$ cat src/rtl/amgt_pkg.sv
// ----------------------------------------------------------------------------
// amgt_pkg
// Shared widths, action codes and the emit request type of the adjacency
// matrix graph traversal unit.
// ----------------------------------------------------------------------------
package amgt_pkg;

    // Fixed field widths
    localparam int unsigned VTX_W = 6;
    localparam int unsigned CNT_W = 7;
    localparam int unsigned ACT_W = 2;

    // Defaults
    localparam int unsigned MAX_VERTICES_DEF = 64;
    localparam logic [CNT_W-1:0] VERTEX_COUNT_RST = 7'd64;

    // Item actions
    typedef enum logic [ACT_W-1:0] {
        ACT_ADD_EDGE   = 2'd0,
        ACT_DEL_VERTEX = 2'd1,
        ACT_DFS        = 2'd2,
        ACT_BFS        = 2'd3
    } t_action;

    // Request from the sequencer to the result stage
    typedef struct packed {
        logic             push;   // new vertex found
        logic             flush;  // traversal done, release held vertex as last
        logic [VTX_W-1:0] vtx;
    } t_emit_req;

endpackage

$ cat src/rtl/amgt_emit.sv
// ----------------------------------------------------------------------------
// amgt_emit
// Result stage: hold the most recent vertex until the next one is found or
// the traversal ends, so that the final vertex can carry the last flag.
// ----------------------------------------------------------------------------
module amgt_emit (
    input  logic                             i_clk,
    input  logic                             i_rst_n,
    input  amgt_pkg::t_emit_req              i_req,
    output logic                             o_ready,
    output logic                             o_out_valid,
    input  logic                             i_out_ready,
    output logic [amgt_pkg::VTX_W-1:0]       o_vertex,
    output logic                             o_last
);

    logic                       r_pend_v;
    logic [amgt_pkg::VTX_W-1:0] r_pend_vtx;
    logic                       r_out_v;
    logic [amgt_pkg::VTX_W-1:0] r_out_vtx;
    logic                       r_out_last;
    logic                       w_load;

    // Output slot is free when empty or being taken this cycle
    assign o_ready = !r_out_v || i_out_ready;
    assign w_load  = (i_req.push && r_pend_v) || i_req.flush;

    // Track held vertex and output occupancy
    always_ff @(posedge i_clk) begin
        if (!i_rst_n) begin
            r_pend_v <= 1'b0;
            r_out_v  <= 1'b0;
        end else begin
            if (i_req.push) begin
                r_pend_v <= 1'b1;
            end else if (i_req.flush) begin
                r_pend_v <= 1'b0;
            end
            if (w_load) begin
                r_out_v <= 1'b1;
            end else if (i_out_ready) begin
                r_out_v <= 1'b0;
            end
        end
    end

    // Move held vertex to the output, capture the new one
    always_ff @(posedge i_clk) begin
        if (w_load) begin
            r_out_vtx  <= r_pend_vtx;
            r_out_last <= i_req.flush;
        end
        if (i_req.push) begin
            r_pend_vtx <= i_req.vtx;
        end
    end

    assign o_out_valid = r_out_v;
    assign o_vertex    = r_out_vtx;
    assign o_last      = r_out_last;

endmodule

$ cat config.mk
export PLATFORM = sky130hd
export DESIGN_NAME = amgt_emit
export DESIGN_NICKNAME = d
export VERILOG_FILES = /design/src/rtl/amgt_pkg.sv /design/src/rtl/amgt_emit.sv
export SDC_FILE = /design/constraint.sdc
export NUM_CORES = 1
export LEC_CHECK = 0
export BUFFER_PORTS_ARGS = -buffer_cell sky130_fd_sc_hd__buf_4
export CORE_AREA = 10 10 47 49
export DETAILED_ROUTE_END_ITERATION = 10
export DIE_AREA = 0 0 57 59
export HOLD_SLACK_MARGIN = 0.02
export PLACE_DENSITY_LB_ADDON = 0.12
export SYNTH_ARGS = -nofsm -noshare
export SYNTH_HDL_FRONTEND = slang
export SYNTH_SLANG_ARGS = --single-unit
$ cat constraint.sdc
create_clock -name i_clk -period 0.8 [get_ports i_clk]
set_input_delay 0.08 -clock i_clk [delete_from_list [all_inputs] [get_ports i_clk]]
set_output_delay 0.08 -clock i_clk [all_outputs]
set_load 0.01 [all_outputs]
Word level (Yosys, flattened, before mapping)

Index checks and enable logic that the tools add are counted.

Multiplexer cells: 4
Reductions and logical operators: 6

Operators with widths:

| kind               | number |
|---|---|
| 1-bit two-way mux  | 4 |
| 2-bit nonzero test | 2 |
| 1-bit logical OR   | 2 |
| 1-bit logical AND  | 1 |
| 1-bit zero test    | 1 |

Register bits after elaboration: 15
Bits of input ports: 11
Logic and storage cells: 15

Depth between registers and ports, before layout

Gate-level depths: netlist of the first run.

Depth after elaboration: 3
Gate-level depth with buffers: 2
Depth with buffers taken out: 2

Worst setup path before layout of the first run

Ideal clock, no wire load.

Kind: register to register
From: register r_pend_v
To: register r_out_last (netlist: o_last) (enable)
Arrival time: 604 ps
Data required time: 527 ps
Slack: -77 ps
Cell stages (with the launch flop): 3
Buffers on the path: 0
Clock period less this slack: 877 ps
Path through: dfxtp_1 > a21oi_1 > inv_1

Cells in the longest elaborated chain, start to end: 2

Ends and longest elaborated chain:

| what                   | line            | RTL |
|---|---|---|
| from (decl)            | amgt_emit.sv:17 | `logic r_pend_v;` |
| from (signal assigned) | amgt_emit.sv:31 | `r_pend_v <= 1'b0;` |
| from (signal assigned) | amgt_emit.sv:35 | `r_pend_v <= 1'b1;` |
| from (signal assigned) | amgt_emit.sv:37 | `r_pend_v <= 1'b0;` |
| 1-bit logical AND      | amgt_emit.sv:26 | `assign w_load = (i_req.push && r_pend_v) \|\| i_req.flush;` |
| 1-bit logical OR       | amgt_emit.sv:26 |  |
| net w_load             | amgt_emit.sv:22 | `logic w_load;` |
| to (signal assigned)   | amgt_emit.sv:51 | `r_out_last <= i_req.flush;` |
| to (decl)              | amgt_emit.sv:21 | `logic r_out_last;` |

The timed path passes the listed nets, and every way through them passes these cells.
A chain may end at the register's enable or synchronous reset.

Worst setup path in the final report of the first run

From: register r_out_v (netlist: o_out_valid)
To: output o_ready

Cells in the longest elaborated chain, start to end: 2

Ends and longest elaborated chain:

| what                   | line            | RTL |
|---|---|---|
| from (decl)            | amgt_emit.sv:19 | `logic r_out_v;` |
| from (signal assigned) | amgt_emit.sv:32 | `r_out_v <= 1'b0;` |
| from (signal assigned) | amgt_emit.sv:40 | `r_out_v <= 1'b1;` |
| from (signal assigned) | amgt_emit.sv:42 | `r_out_v <= 1'b0;` |
| 1-bit zero test        | amgt_emit.sv:25 | `assign o_ready = !r_out_v \|\| i_out_ready;` |
| 1-bit logical OR       | amgt_emit.sv:25 |  |
| to (decl)              | amgt_emit.sv:10 | `output logic o_ready,` |

Every way passes these cells.

==> results.cfg, run 1 <==
[outcome]
status = finished, violations left
violations = setup timing

[power]
power_density_mw_per_mm2 = 1890
power_leakage_nw = 0.330
ir_worst_vdd_mv = 1.15
power_mw = 1.55

[timing]
max-slew-margin-rel = 0.890
fmax_ghz = 1.13
period_share = 1.11
finalSetupViolCount = 16
grt_setup_unrepaired = true
hold_viol = 0
min_period_ns = 0.885
timing.final.ws_setup_ns = -0.0855
drv_slew = 0
finalClockSkew_ns = 0.00110
tightest_slew_ns = 0.165

[global_routing]
grt_max_degree = 9
first_global_vias = 353
grt-ovfl-total = 0
grtUsageTotal = 0.0562
grt_pass1_wl_mm = 1.55
grt_antenna_before_repair = 0

[cells_and_area]
nFillCells = 121
area_delta_synth_final_pct = 70.7
final_cell_mix = edfxtp_1, buf_4, buf_6
mostFrequentLayoutCell = edfxtp_1
antenna_cells = 0
fin_nets = 66
drive_above_1_share = 0.574
post-route-util = 0.582

[floorplanning]
num_io_pins = 20
core_area_mm2 = 0.00140
die_w_um = 57
rows = 14
start_util = 0.341
die_area_mm2 = 0.00336
die_height_um = 59

[synthesis]
synth.net_count = 32
yosysWarnings = 0
synthCells = 21
synth_area_um2 = 478
ys_ff_latch = 15
avgSynthCellArea_um2 = 22.8
yosysSeqAreaShare = 0.901
ys_types = 8

[worst_hold_path]
hp-class = primary input to register

[clock_tree]
clk_pin_slew_ns = 0.08
cts-buffers-inserted = 3
cts_root_buffer = clkbuf_4
clockBufferDepth = 2
clock_sinks = 15
cts_tree = yes
clkLatencyLatePin_ns = 0.26
cts_htree_levels = 1

[worst_setup_path]
crit_slowest_cell = dfxtp_4
timing.critical_path.cells = nand2b_4, buf_6
crit_arrival_ns = 0.81
worst-path-max-fanout = 2
crit_path_end_kind = output port
startpoint_type = register
critPathKind = register to output port
worst_path_largest_cell_delay_ns = 0.37
critPathRequiredTime_ns = 0.72

[routing]
drtIter0Drc = 1
wl_per_cell_um = 12.4
routed_via_density = 4.20
antenna_left = 0
first_pass_iters = 2
vias = 294
drc = 0
routed_wl_um = 866

[place]
port_buffers = 19
place.gp.congestion = 0.702

[run]
max_cap_violations = 0
[synth_stat cells]
library cell   n  area share
dfxtp_1        2       0.084
edfxtp_1      13        0.82
nand2b_4       1       0.029
a21oi_1        1       0.010
nor2b_1        1       0.013
a21boi_2       1       0.024
inv_1          1      0.0078
o21a_1         1       0.016
[per-layer routing]
layer,GRT usage,routed length [um],share of wire,vias up
li1,-,-,-,146
met1,0.0609,346,0.40,132
met2,0.0884,419,0.48,16
met3,0.0343,100,0.12,0
met4,0.0201,0,0,0
met5,0,0,0,-
[layout make-up]
type,instances,area [um^2],share of cell area
tap,16,20.0,0.0245
sequential,15,435,0.534
clock buffer,4,26.3,0.0322
multi-input combinational,5,55.1,0.0675
timing repair buffer,29,273,0.334
inverter,1,6.26,0.00767
[report_power, final]
group	switching, mW	internal (mW)	leakage, nW
Sequential	0.0256	0.919	0.146
Combinational	0.0726	0.139	0.170
Clock	0.197	0.192	0.0150
Total	0.296	1.25	0.330
[cell families after synthesis]
family | share of synthesized area
simple gates | 0.0419
compound gates | 0.0497
flops | 0.901
buf+inv | 0.00785
[stage by stage]
| step | instances | instance area, um^2 | TNS, ns | hold slack (ns) | setup slack (ns) |
|---|---|---|---|---|---|
| finish | 70 | 816 | -0.641 | 0.0269 | -0.0855 |
| global route | 70 | 816 | -1.08 | 0.0260 | -0.122 |
| CTS | 70 | 781 | -0.747 | 0.0293 | -0.0905 |
| detailed placement | 58 | 659 | -0.196 | 0.259 | -0.0281 |
| global placement | 58 | 659 | 0 | 0.258 | 0.00737 |
| floorplan | 21 | 482 | 0 | 0.179 | 0.00879 |
[timing repair]
| item | CTS | global route |
|---|---|---|
| gates resized for setup | 6 | 9 |
| hold endpoints to repair | 7 | 0 |
| setup buffers | 1 | 0 |
| hold buffers | 7 | 0 |
| setup endpoints to repair | 16 | 17 |
[state kept, by name (all words and copies together) (netlist names)]
register     cells
o_out_valid      1
o_last           1
o_vertex         6
r_pend_v         1
r_pend_vtx       6
[worst paths after layout]
| kind | end | cells after the start | start | slack (ns) |
|---|---|---|---|---|
| max | o_ready | 2 | o_out_valid | -0.09 |
| min | r_pend_v | 2 | i_rst_n | 0.03 |
| max reg2reg | o_vertex[5] | 2 | r_pend_v | -0.02 |
| min reg2reg | o_vertex[1] | 0 | r_pend_vtx[1] | 0.43 |
[worst max-delay path: cells and delay by family, from the launching register on]
family	cells	cell delay, ns
buffers and inverters	1	0.12
AND/OR/NAND/NOR	1	0.06
flip-flops	1	0.37
(Power assumes the default switching activity.)
==> inputs of run 2 (changes only) <==
==> constraint.sdc (replaced) <==
create_clock -name i_clk -period 0.9 [get_ports i_clk]
set_input_delay 0.09 -clock i_clk [delete_from_list [all_inputs] [get_ports i_clk]]
set_output_delay 0.09 -clock i_clk [all_outputs]
set_load 0.01 [all_outputs]
==> results.cfg, run 2 (synthesized netlist as in run 1, its figures left out) <==
[outcome]
status = finished clean

[power]
seqPwrFrac = 0.613
power_leakage_nw = 0.329
p_sw_mw = 0.259
power_density_mw_per_mm2 = 1710
p_clk_frac = 0.255
swShare = 0.190
p_int_mw = 1.11
ir_worst_vdd_mv = 1.06
pwr-share-comb = 0.132
power_mw = 1.37

[clock_tree]
cts-buffers-inserted = 3
cts_htree_levels = 1
clockBufferDepth = 2
cts_root_buffer = clkbuf_4
clkLatencyLatePin_ns = 0.27
cts_tree = yes
clk_pin_slew_ns = 0.08
clock_sinks = 15

[routing]
antenna_left = 0
vias = 308
drtIter0Drc = 0
drc = 0
routed_via_density = 4.34
first_pass_iters = 1
wl_per_cell_um = 12.4
routed_wl_um = 878

[cells_and_area]
final_cell_mix = buf_4, edfxtp_1, dlygate4sd3_1
mostFrequentLayoutCell = buf_4
nFillCells = 114
drive_above_1_share = 0.545
fin_nets = 67
post-route-util = 0.571
area_delta_synth_final_pct = 67.5
fin_cells = 71
regArea_um2 = 432
multi_input_area_um2 = 47.5
antenna_cells = 0

[worst_setup_path]
critPathRequiredTime_ns = 0.81
startpoint_type = register
crit_path_end_kind = output port
r2r_cells = 2
crit_arrival_ns = 0.80
critPathKind = register to output port
worst-path-max-fanout = 2

[timing]
finalClockSkew_ns = 0.00243
min_period_ns = 0.891
finalSetupViolCount = 0
fmax_ghz = 1.12
whs_ns = 0.151
max-slew-margin-rel = 0.904
period_share = 0.990
grt_setup_unrepaired = true
tightest_slew_ns = 0.145
hold_viol = 0
drv_slew = 0

[worst_hold_path]
hp-class = primary input to register
min_path_cells = 3

[global_routing]
grt_antenna_before_repair = 0
grtUsageTotal = 0.0540
grt-ovfl-total = 0
grt_max_degree = 9
grt_pass1_wl_mm = 1.40
first_global_vias = 324

[place]
port_buffers = 19
place.gp.congestion = 0.695
dp.cells = 58

[floorplanning]
num_io_pins = 20
start_util = 0.341
die_height_um = 59
core_area_mm2 = 0.00140
die_w_um = 57
rows = 14
die_area_mm2 = 0.00336

[run]
max_cap_violations = 0
-- run 2: final cells by class --
type,count,share of cell area
Sequential cell,15,0.539
Timing Repair Buffer,30,0.339
Multi-Input combinational cell,5,0.0594
Clock buffer,4,0.0328
Tap cell,16,0.0250
Inverter,1,0.00469
-- run 2: stage by stage --
step | setup slack [ns] | setup TNS (ns) | area (um^2)
global route | -0.0434 | -0.193 | 801
detailed placement | -0.00563 | -0.0388 | 656
CTS | -0.0116 | -0.0150 | 764
floorplan | 0.0229 | 0 | 478
finish | 0.00876 | 0 | 801
global placement | 0.0199 | 0 | 656
-- run 2: critical path: stages, from the launching register on --
cell	delay, ns
dfxtp_2	0.36
nand2b_4	0.06
buf_6	0.12
-- run 2: power by group through the flow --
stage	logic (mW)	registers [mW]	clock network [mW]
CTS	0.166	0.835	0.368
floorplan	0.0218	0.861	0
global route	0.192	0.845	0.409
detailed placement	0.135	0.849	0
finish	0.180	0.838	0.349
global placement	0.132	0.846	0
-- run 2: per-layer routing --
metal,GRT usage,wire (um),vias up
met5,0,0,-
li1,-,-,149
met1,0.0534,319,144
met4,0.0302,0,0
met3,0.0429,103,0
met2,0.0791,455,15
-- run 2: path summary, 6_finish.rpt --
path / from / end / slack, ns
setup / recovery: o_out_valid / o_ready / 0.009
hold / removal: i_req[6] / r_pend_v / 0.15
setup reg to reg: r_pend_v / o_vertex[4] / 0.07
hold reg to reg: r_pend_vtx[1] / o_vertex[1] / 0.42
-- run 2: timing repair --
action	4_1_cts	5_1_grt
pin swaps	0	0
endpoints found under the setup margin	11	15
endpoints found under the hold margin	7	1
gates resized for setup	5	5
buffers inserted	0	1
hold buffers	7	1
