`src/rtl/amgt_pkg.sv`:
```
// ----------------------------------------------------------------------------
// amgt_pkg
// Shared widths, action codes and the emit request type of the adjacency
// matrix graph traversal unit.
// ----------------------------------------------------------------------------
package amgt_pkg;

    // Fixed field widths
    localparam int unsigned VTX_W = 6;
    localparam int unsigned CNT_W = 7;
    localparam int unsigned ACT_W = 2;

    // Defaults
    localparam int unsigned MAX_VERTICES_DEF = 64;
    localparam logic [CNT_W-1:0] VERTEX_COUNT_RST = 7'd64;

    // Item actions
    typedef enum logic [ACT_W-1:0] {
        ACT_ADD_EDGE   = 2'd0,
        ACT_DEL_VERTEX = 2'd1,
        ACT_DFS        = 2'd2,
        ACT_BFS        = 2'd3
    } t_action;

    // Request from the sequencer to the result stage
    typedef struct packed {
        logic             push;   // new vertex found
        logic             flush;  // traversal done, release held vertex as last
        logic [VTX_W-1:0] vtx;
    } t_emit_req;

endpackage

```
`src/rtl/amgt_ffs.sv`:
```
// ----------------------------------------------------------------------------
// amgt_ffs
// Find the lowest set bit of a candidate vector.
// ----------------------------------------------------------------------------
module amgt_ffs #(
    parameter int unsigned WIDTH = amgt_pkg::MAX_VERTICES_DEF
) (
    input  logic [WIDTH-1:0]         i_vec,
    output logic                     o_found,
    output logic [$clog2(WIDTH)-1:0] o_idx
);

    localparam int unsigned IDX_W = $clog2(WIDTH);

    // Scan from the top so the lowest set bit wins
    always_comb begin
        o_idx = '0;
        for (int i = WIDTH - 1; i >= 0; i--) begin
            if (i_vec[i]) begin
                o_idx = IDX_W'(i);
            end
        end
    end

    assign o_found = |i_vec;

endmodule

```
`config.mk`:
```
export PLATFORM = sky130hd
export DESIGN_NAME = amgt_ffs
export DESIGN_NICKNAME = d
export VERILOG_FILES = /design/src/rtl/amgt_pkg.sv /design/src/rtl/amgt_ffs.sv
export SDC_FILE = /design/constraint.sdc
export NUM_CORES = 1
export LEC_CHECK = 0
export BUFFER_PORTS_ARGS = -buffer_cell sky130_fd_sc_hd__buf_2
export CAP_MARGIN = 20
export CORE_MARGIN = 4
export CORE_UTILIZATION = 45
export DETAILED_ROUTE_END_ITERATION = 16
export PLACE_DENSITY = 0.86
export REMOVE_ABC_BUFFERS = 1
export SLEW_MARGIN = 15
export SYNTH_ARGS = -nofsm -noshare
export SYNTH_HDL_FRONTEND = slang
export SYNTH_SLANG_ARGS = --single-unit
```
`constraint.sdc`:
```
create_clock -name vclk -period 4.6
set_input_delay 0.92 -clock vclk [all_inputs]
set_output_delay 0.92 -clock vclk [all_outputs]
set_load 0.1 [all_outputs]
```
# Word-level counts from Yosys, hierarchy flattened
# Cells that the tools add are included.
[op_classes]
n_mux = 64
n_reduce_logical = 1
[op_table]
columns = ["operator", "count"]
rows = [
  ["6-bit two-way mux", 64],
  ["64-bit OR reduction", 1],
]
[word_totals]
in_bits = 64
elab_cells = 65
output_inout_bits = 7
register_bits = 0

# Depth between registers and ports, before layout
# Gate-level depths: netlist of the first run.
[depth]
word_depth = 64
mapped_depth = 5

# Worst setup path before layout of the first run
# OpenSTA, ideal clock, no wires.
[synth_timing]
kind = "input to output"
startpoint = "input port i_vec[15]"
endpoint = "output port o_idx[5]"
n_path_buf = 0
arrival_ns = 4.632
path_slack_ns = -0.952
cell_stages = 4
path_cell_list = "or4_4 nor2b_2 nand3_1 nor4_1"
[synth_between]
elab_chain_cells = 16
[synth_rtl]
columns = ["element", "line_no", "rtl"]
rows = [
  ["start: declaration", "amgt_ffs.sv:8", "input logic [WIDTH-1:0] i_vec,"],
  ["6-bit two-way mux (16 in a row)", "amgt_ffs.sv:19", "if (i_vec[i]) begin"],
  ["end: declaration", "amgt_ffs.sv:10", "output logic [$clog2(WIDTH)-1:0] o_idx"],
]
# Every way passes these cells.

# Worst setup path after layout of the first run
[layout_timing]
startpoint = "input port i_vec[12]"
endpoint = "output port o_idx[0]"
[layout_between]
elab_chain_cells = 13
[layout_rtl]
columns = ["element", "line_no"]
rows = [
  ["6-bit two-way mux (13 in a row)", "amgt_ffs.sv:19"],
]
# Every way passes these cells.

==> results.txt, run 1 <==
* Result of the run: finished clean
- Worst-path maximum fanout: 3
* Category of the most critical setup path: primary input to output pin
- The die is 52.4 um tall.
* Kind of start point of the critical path: primary input
* Worst VDD drop: 0.0461 mV
- By area the synthesized netlist is led by sky130_fd_sc_hd__nor4_1, sky130_fd_sc_hd__nor2_1, sky130_fd_sc_hd__nor3_1.
- The finished layout holds around 240 standard cells, fillers aside.
- Share of the synthesized area in the top cell type: 11.3%
* Core ar.: 1800 um2
- Number of sequential storage elements: 0
- Number of hold violations in the final report: 0
* Resized Gates After CTS: 0
- Row generation in the floorplan step produced 15 rows.
- The number of different library cells used by synthesis comes to 40.
* Routed via count: roughly 1500
* Average via count per standard cell: ~6
- Number of top-level design ports: ~70
- Dividing total power by cell area gives a power density of approximately 74 nW/um2.
* Post-route minimum period: between 3 and 4 ns
- Initial Util: 49.2%
- Mapped Avg Cell Area: 6.12 um2
- Worst setup EP type: output pin
* Number of antenna violations at the first check in global routing: 0
- Util after Layout: 70.7%
- Synthesis handed over a netlist of about 150 instances.
* Min-Delay Path Depth: 5
- With fillers left out, the area of the finished cells amounts to 1270 um2.
* Hold-fix buffer count after cts: 0
* Worst hold-check path type: primary input to output pin
- Final Cycle Share: between 70 and 80%
- After layout, the clock buffer instance count stands at 0.
* Global-route total usage across every layer: 22.9%
* Number of diodes added for antenna fixing: 0
* Full die area: ~2700 um2
- In this run the cell area measured after placement is between 1000 and 1500 um2.
- Routability congestion estimate: about 0.86
* Fraction of final layout cells with drive strength greater than 1: roughly 37%
* Largest net degree at the start of global routing: 6
- Tightest Pin Transition: 0.488 ns
- Post-synth top cells: sky130_fd_sc_hd__nor2_1, sky130_fd_sc_hd__nor4_1, sky130_fd_sc_hd__nor3_1, sky130_fd_sc_hd__a21oi_1, sky130_fd_sc_hd__inv_1
* Post-CTS Setup Repair Bufs: 0
* Leakage power summed over all cells: about 0.53 nW
* Count of final max-slew check failures: 0
- At the worst endpoint, the required time is between 3 and 4 ns.
- During synthesis, Yosys emitted a total of 0 warnings.
* Fmax: 0.282 GHz
- Final nets: about 280
* Register area: 0 um2
* First-pass DRT Iterations: 4
- Global-route wire length before repair: 5130 um
- Setup repair after global routing left no endpoint under its margin.
* Cell Area, Synth: 887 um2
- Count leader, synth: sky130_fd_sc_hd__nor2_1
- Max-cap violations in this run came to 0.
* Syn-to-layout area delta: 43.6%
* Number of design rule violations left after detail routing: 0
- In this run, placement finished with an instance count of about 240.
- Setup violations remaining at the end of the flow were counted as 0.
- Final routed wire length divided by cell count: 13.5 um
- Largest area contributor in the netlist: sky130_fd_sc_hd__nor4_1
* # port buffers: a little over 70
* Slew Limit Headroom: between 60 and 70%
- The detail route stage leaves a number of antenna-violating nets equal to 0.
- After synthesis, flip-flops and latches occupy 0% of the total area.
* Arrival time of the worst setup path: 2.63 ns
- Final wirelength: roughly 3300 um
* Initial DRC Count: 51
* Die X: approximately 52 um
* Detailed placer's ending HPWL: 2840 um
- Global route total overflow: 0
* Number of global-route vias before repair: 1272
==> path summary, 6_finish.rpt <==
kind	startpoint	slack, ns	endpoint
hold / removal	i_vec[1]	2.38	o_idx[3]
setup / recovery	i_vec[12]	1.05	o_idx[0]
==> final cells by class <==
type | instances | area [um2]
inverters | 10 | 37.5
well taps | 25 | 31.3
multi-input cells | 135 | 850
repair buffers | 71 | 355
fillers | 183 | 528
==> cells in the final DEF, fill, tap and decap left out, types with 2 or more instances in the layout <==
| master | n |
|---|---|
| sky130_fd_sc_hd__o21bai_1 | 3 |
| sky130_fd_sc_hd__or4_1 | 3 |
| sky130_fd_sc_hd__a21oi_1 | 10 |
| sky130_fd_sc_hd__nor3_1 | 12 |
| sky130_fd_sc_hd__nor2_1 | 19 |
| sky130_fd_sc_hd__inv_1 | 10 |
| sky130_fd_sc_hd__nor2b_1 | 4 |
| sky130_fd_sc_hd__a21boi_1 | 2 |
| sky130_fd_sc_hd__nor4_1 | 16 |
| sky130_fd_sc_hd__or4_4 | 2 |
| sky130_fd_sc_hd__or3_1 | 3 |
| sky130_fd_sc_hd__o311ai_1 | 2 |
| sky130_fd_sc_hd__buf_2 | 71 |
| sky130_fd_sc_hd__a31oi_1 | 2 |
| sky130_fd_sc_hd__nor4_4 | 2 |
| sky130_fd_sc_hd__o211ai_1 | 4 |
| sky130_fd_sc_hd__nand2b_1 | 4 |
| sky130_fd_sc_hd__o21ai_0 | 6 |
| sky130_fd_sc_hd__nand2_1 | 9 |
| sky130_fd_sc_hd__nand3_1 | 6 |
| sky130_fd_sc_hd__o31ai_1 | 3 |
| sky130_fd_sc_hd__a211oi_1 | 2 |
| sky130_fd_sc_hd__o21a_1 | 3 |
==> per-layer routing <==
metal / up-vias / global-route usage [%] / wire [um]
li1: 727 / - / -
met1: 644 / 29.3 / 1310
met2: 90 / 43.2 / 1600
met3: 2 / 1.42 / 344
met4: 0 / 1.28 / 10
met5: - / 0 / 0
==> worst max-delay path, stage by stage <==
cell and delay (ns):
sky130_fd_sc_hd__buf_2 0.11, sky130_fd_sc_hd__or3_1 0.36, sky130_fd_sc_hd__nor3_1 0.34, sky130_fd_sc_hd__nand2_1 0.09, sky130_fd_sc_hd__o311ai_1 0.32, sky130_fd_sc_hd__buf_2 0.49
==> per-stage QoR <==
step	setup slack (ns)	TNS, ns	hold WS, ns	power, W
global placement	1.09	0	2.38	0.0000897
floorplan	-0.952	-1.22	2.27	0.0000392
CTS	1.05	0	2.38	0.0000933
finish	1.05	0	2.38	0.0000947
detailed placement	1.06	0	2.38	0.0000929
global route	0.856	0	2.39	0.000103
==> logic make-up after synthesis <==
group / Yosys count / share of synthesized area (%)
AND/OR/NAND/NOR: 88 / 59.4
buffers and inverters: 10 / 4.23
AO/OA/AOI/OAI: 47 / 36.4
==> where the power goes <==
part	internal, W	leakage [nW]	switching, W
Sequential	0	0	0
Clock	0	0	0
Combinational	0.0000373	0.528	0.0000573
Total	0.0000373	0.528	0.0000573
Note: power is estimated with default switching activity, not from simulation.
==> inputs of run 2 (changes only) <==
- ABC_AREA: default -> 1
- CORE_UTILIZATION: 45 -> 40
- PLACE_DENSITY: 0.86 -> 0.77
- clock period: 4.6 -> 2.9 ns (I/O delays scaled with it)
==> run 2 against run 1 <==
The run now ends with negative setup slack left; largest power group unchanged; critical path type unchanged; final area rose by 27%; area after synthesis rose by 16%; critical path depth up 59; routed wire length fell by 21%; hold slack worse by 0.89 ns; setup slack got worse by 2.6 ns; power is 100% higher; non-clock buffer count increased by 14; flip-flop and latch count unchanged.
==> results.txt, run 2 <==
- Worst hold-check path type: primary input to output pin
- The cell family contributing the most delay on the critical path is simple AND/OR/NAND/NOR gates.
* Switching pwr: 0.0000921 W (+61%)
- Count of final max-slew check failures: 0 (unchanged)
* Initial Util: 41.7% (-7.5 points)
* Commonest cells after routing, fill and taps aside: sky130_fd_sc_hd__nand2_1, sky130_fd_sc_hd__buf_2, sky130_fd_sc_hd__inv_1
- Filler cell count in the final layout: 253 (+38%)
* Register area: 0 um2 (unchanged)
- The maximum number of pins on one net before global-route repair is 4 (-2).
- RSZ-0062 raised after global routing: true
- Global-route wire length before repair: 4260 um (-17%)
- The HPWL reported at the end of detailed placement was 2370 um (-17%).
- Final Cycle Share: 153%
- The number of remaining DRC errors is 0 (unchanged).
- The post-detailed-route via-to-cell ratio was 4.17 (-31%).
* Launch instance of the worst min-delay path: i_vec[0]
* Number of diodes added for antenna fixing: 0 (unchanged)
- The sequential cell area fraction in the yosys report is 0% (unchanged).
* Max Cap Violations: 0 (unchanged)
* Share of the synthesized area in the top cell type: 36.6% (+25 points)
- Non-filler cells in the finished layout: 350 (+45%)
- Capture endpoint of the worst hold path: o_idx[0]
- Final setup violating endpoints: 3 (+3)
* Syn-to-layout area delta: 58.1%
- The number of nets at the end of the flow is 386 (+37%).
* Fmax: between 0.2 and 0.25 GHz
- Category of the most critical setup path: primary input to output pin
* Die span in y: 58.6 um (+12%)
- The peak per-stage delay on the critical path is 0.19 ns (-0.30 ns).
* Total power: 0.000192 W (+100%)
- The detailed-route via count is 1461 (-0.14%).
* Clock Power Share: 0% (unchanged)
- The average footprint of a synthesized cell was 4.36 um2 (-29%).
- The sequential power share was 0% (unchanged).
* Worst VDD drop: 0.0792 mV (+72%)
- Post-Place Setup Slack: -1.61 ns (-2.67 ns)
- The final standard cell utilization of the core was 66.0% (-4.7 points).
- First-pass DRT Iterations: 4 (unchanged)
* Number of antenna violations at the first check in global routing: 0 (unchanged)
- Least setup slack across all paths after layout: -1.54 ns (-2.59 ns)
* Violations in the final reports: negative setup slack
- Number of clock-tree buffers in the layout: 0 (unchanged)
- Min-Delay Path Depth: 3 (-2)
- Required time at the worst-slack endpoint: 2.32 ns (-1.36 ns)
- The area of the core was 2450 um2 (+36%).
- Worst setup EP type: output pin
* Standard-cell row count: 18 (+3)
- Final wirelength: 2580 um (-21%)
- The last weighted congestion value of the routability-driven placer is 0.782 (-8.9%).
* Worst-path maximum fanout: 2 (-1)
- Instance count on the critical path: 65 (+59)
* Switching share of power: 48.1% (-12 points)
- Count leader, synth: sky130_fd_sc_hd__nand2_1
- The area of the multi-input gates came to 709 um2 (-16%).
* Result of the run: complete, but fails checks
* Gate Count Post-Synth: 235 (+62%)
* Commonest non-fill, non-tap cell in the layout: sky130_fd_sc_hd__nand2_1
- The post-synthesis cell area is 1020 um2 (+16%).
- Leakage power summed over all cells: 1.09 nW (+110%)
- ANT nets after route: 0 (unchanged)
- After synthesis, the most frequently instantiated cells are sky130_fd_sc_hd__nand2_1, sky130_fd_sc_hd__inv_1, sky130_fd_sc_hd__nor2_1, sky130_fd_sc_hd__bufinv_8, sky130_fd_sc_hd__nand3_1.
- Arrival time of the worst setup path: 3.86 ns (+1.23 ns)
- The power density normalized to cell area was 118 nW/um2 (+59%).
- Full die area: 3440 um2 (+25%)
* Number of global-route vias before repair: 1244 (-2.2%)
- The slew of the pin with the lowest slew margin was 0.498 ns (+0.00948 ns).
- Global route total overflow: 0 (unchanged)
- Subtracting the final worst setup slack from the clock period gives 4.44 ns.
- The quantity of I/O buffers inserted on ports is 71 (unchanged).
* Slew Limit Headroom: 67.1% (-0.10 points)
* Die X: 58.6 um (+12%)
- The final hold violation count came to 0 (unchanged).
- Final routed wire length divided by cell count: 7.36 um (-46%)
- Leading cell types by total area after synthesis: sky130_fd_sc_hd__nand2_1, sky130_fd_sc_hd__inv_1, sky130_fd_sc_hd__nor2_1
* Design internal power: 0.0000994 W (+170%)
- The number of instances in the placed design came to 349 (+45%).
* Initial DRC Count: 23 (-55%)
- The number of top-level pins was 71 (unchanged).
- Critical path's most frequent cell: sky130_fd_sc_hd__nand2_1
- STA classifies the critical path startpoint as a primary input.
- Sum of buffers and inverters on the critical path: 3 (+1)
- Global-route total usage across every layer: 14.2% (-8.7 points)
- Fraction of power consumed by combinational cells: 100.0% (about the same)
* Number of unique standard cell types used by synthesis: 16 (-60%)
- The flip-flop and latch count was 0 (unchanged).
* Hold-fix buffer count after cts: 0 (unchanged)
- The fraction of final layout cells sized beyond drive strength 1 is 31.6% (-5.0 points).
- The slowest stage of the critical path is the sky130_fd_sc_hd__buf_12 cell.
* Largest area contributor in the netlist: sky130_fd_sc_hd__nand2_1
* Yosys synthesis warning count: 0 (unchanged)
[run 2: metrics by stage]
step | cell area [um2] | setup TNS [ns] | hold WS (ns)
2_1_floorplan | 1020 | -5.83 | 1.33
3_3_place_gp | 1560 | -2.35 | 1.48
3_5_place_dp | 1560 | -2.43 | 1.49
4_1_cts | 1590 | -2.44 | 1.49
5_1_grt | 1620 | -3.40 | 1.50
6_report | 1620 | -2.20 | 1.48
[run 2: area by class of cell]
cell class	instances	area share [%]
inverters	69	21.9
repair buffers	85	32.0
multi-input cells	166	43.8
well taps	30	2.32
[run 2: power groups by stage]
stage | combinational (W) | sequential, W | clock, W
floorplan | 0.0000998 | 0 | 0
global placement | 0.000181 | 0 | 0
detailed placement | 0.000184 | 0 | 0
CTS | 0.000189 | 0 | 0
global route | 0.000216 | 0 | 0
finish | 0.000192 | 0 | 0
[run 2: logic make-up (layout without fill, tap and decap cells)]
kind of cell           count (synthesis)  count (layout)  synth area share (%)
AND/OR/NAND/NOR                      154             154                  57.9
AO/OA/AOI/OAI                         12              12                  7.45
buffers and inverters                 69             154                  34.7
[run 2: worst max path at each step]
| stage | start | to | slack (ns) |
|---|---|---|---|
| 3_3_place_gp | i_vec[62] | o_idx[0] | -1.55 |
| 6_report | i_vec[62] | o_idx[0] | -1.54 |
| 3_5_place_dp | i_vec[62] | o_idx[0] | -1.61 |
| 2_1_floorplan | i_vec[62] | o_idx[1] | -1.92 |
| 5_1_grt | i_vec[62] | o_idx[0] | -2.21 |
| 4_1_cts | i_vec[62] | o_idx[0] | -1.61 |
[run 2: repair_timing]
item,in CTS,in global routing
pin swaps,5,4
endpoints found under the setup margin,3,3
buffers inserted,1,0
gates resized for setup,5,5
[run 2: per-layer routing]
metal  part of all wire [%]  track usage [%]  vias up
met2                     50             28.1       38
li1                       -                -      838
met5                      0                0        -
met1                     42             17.4      585
met3                    7.7             1.32        0
met4                      0                0        0
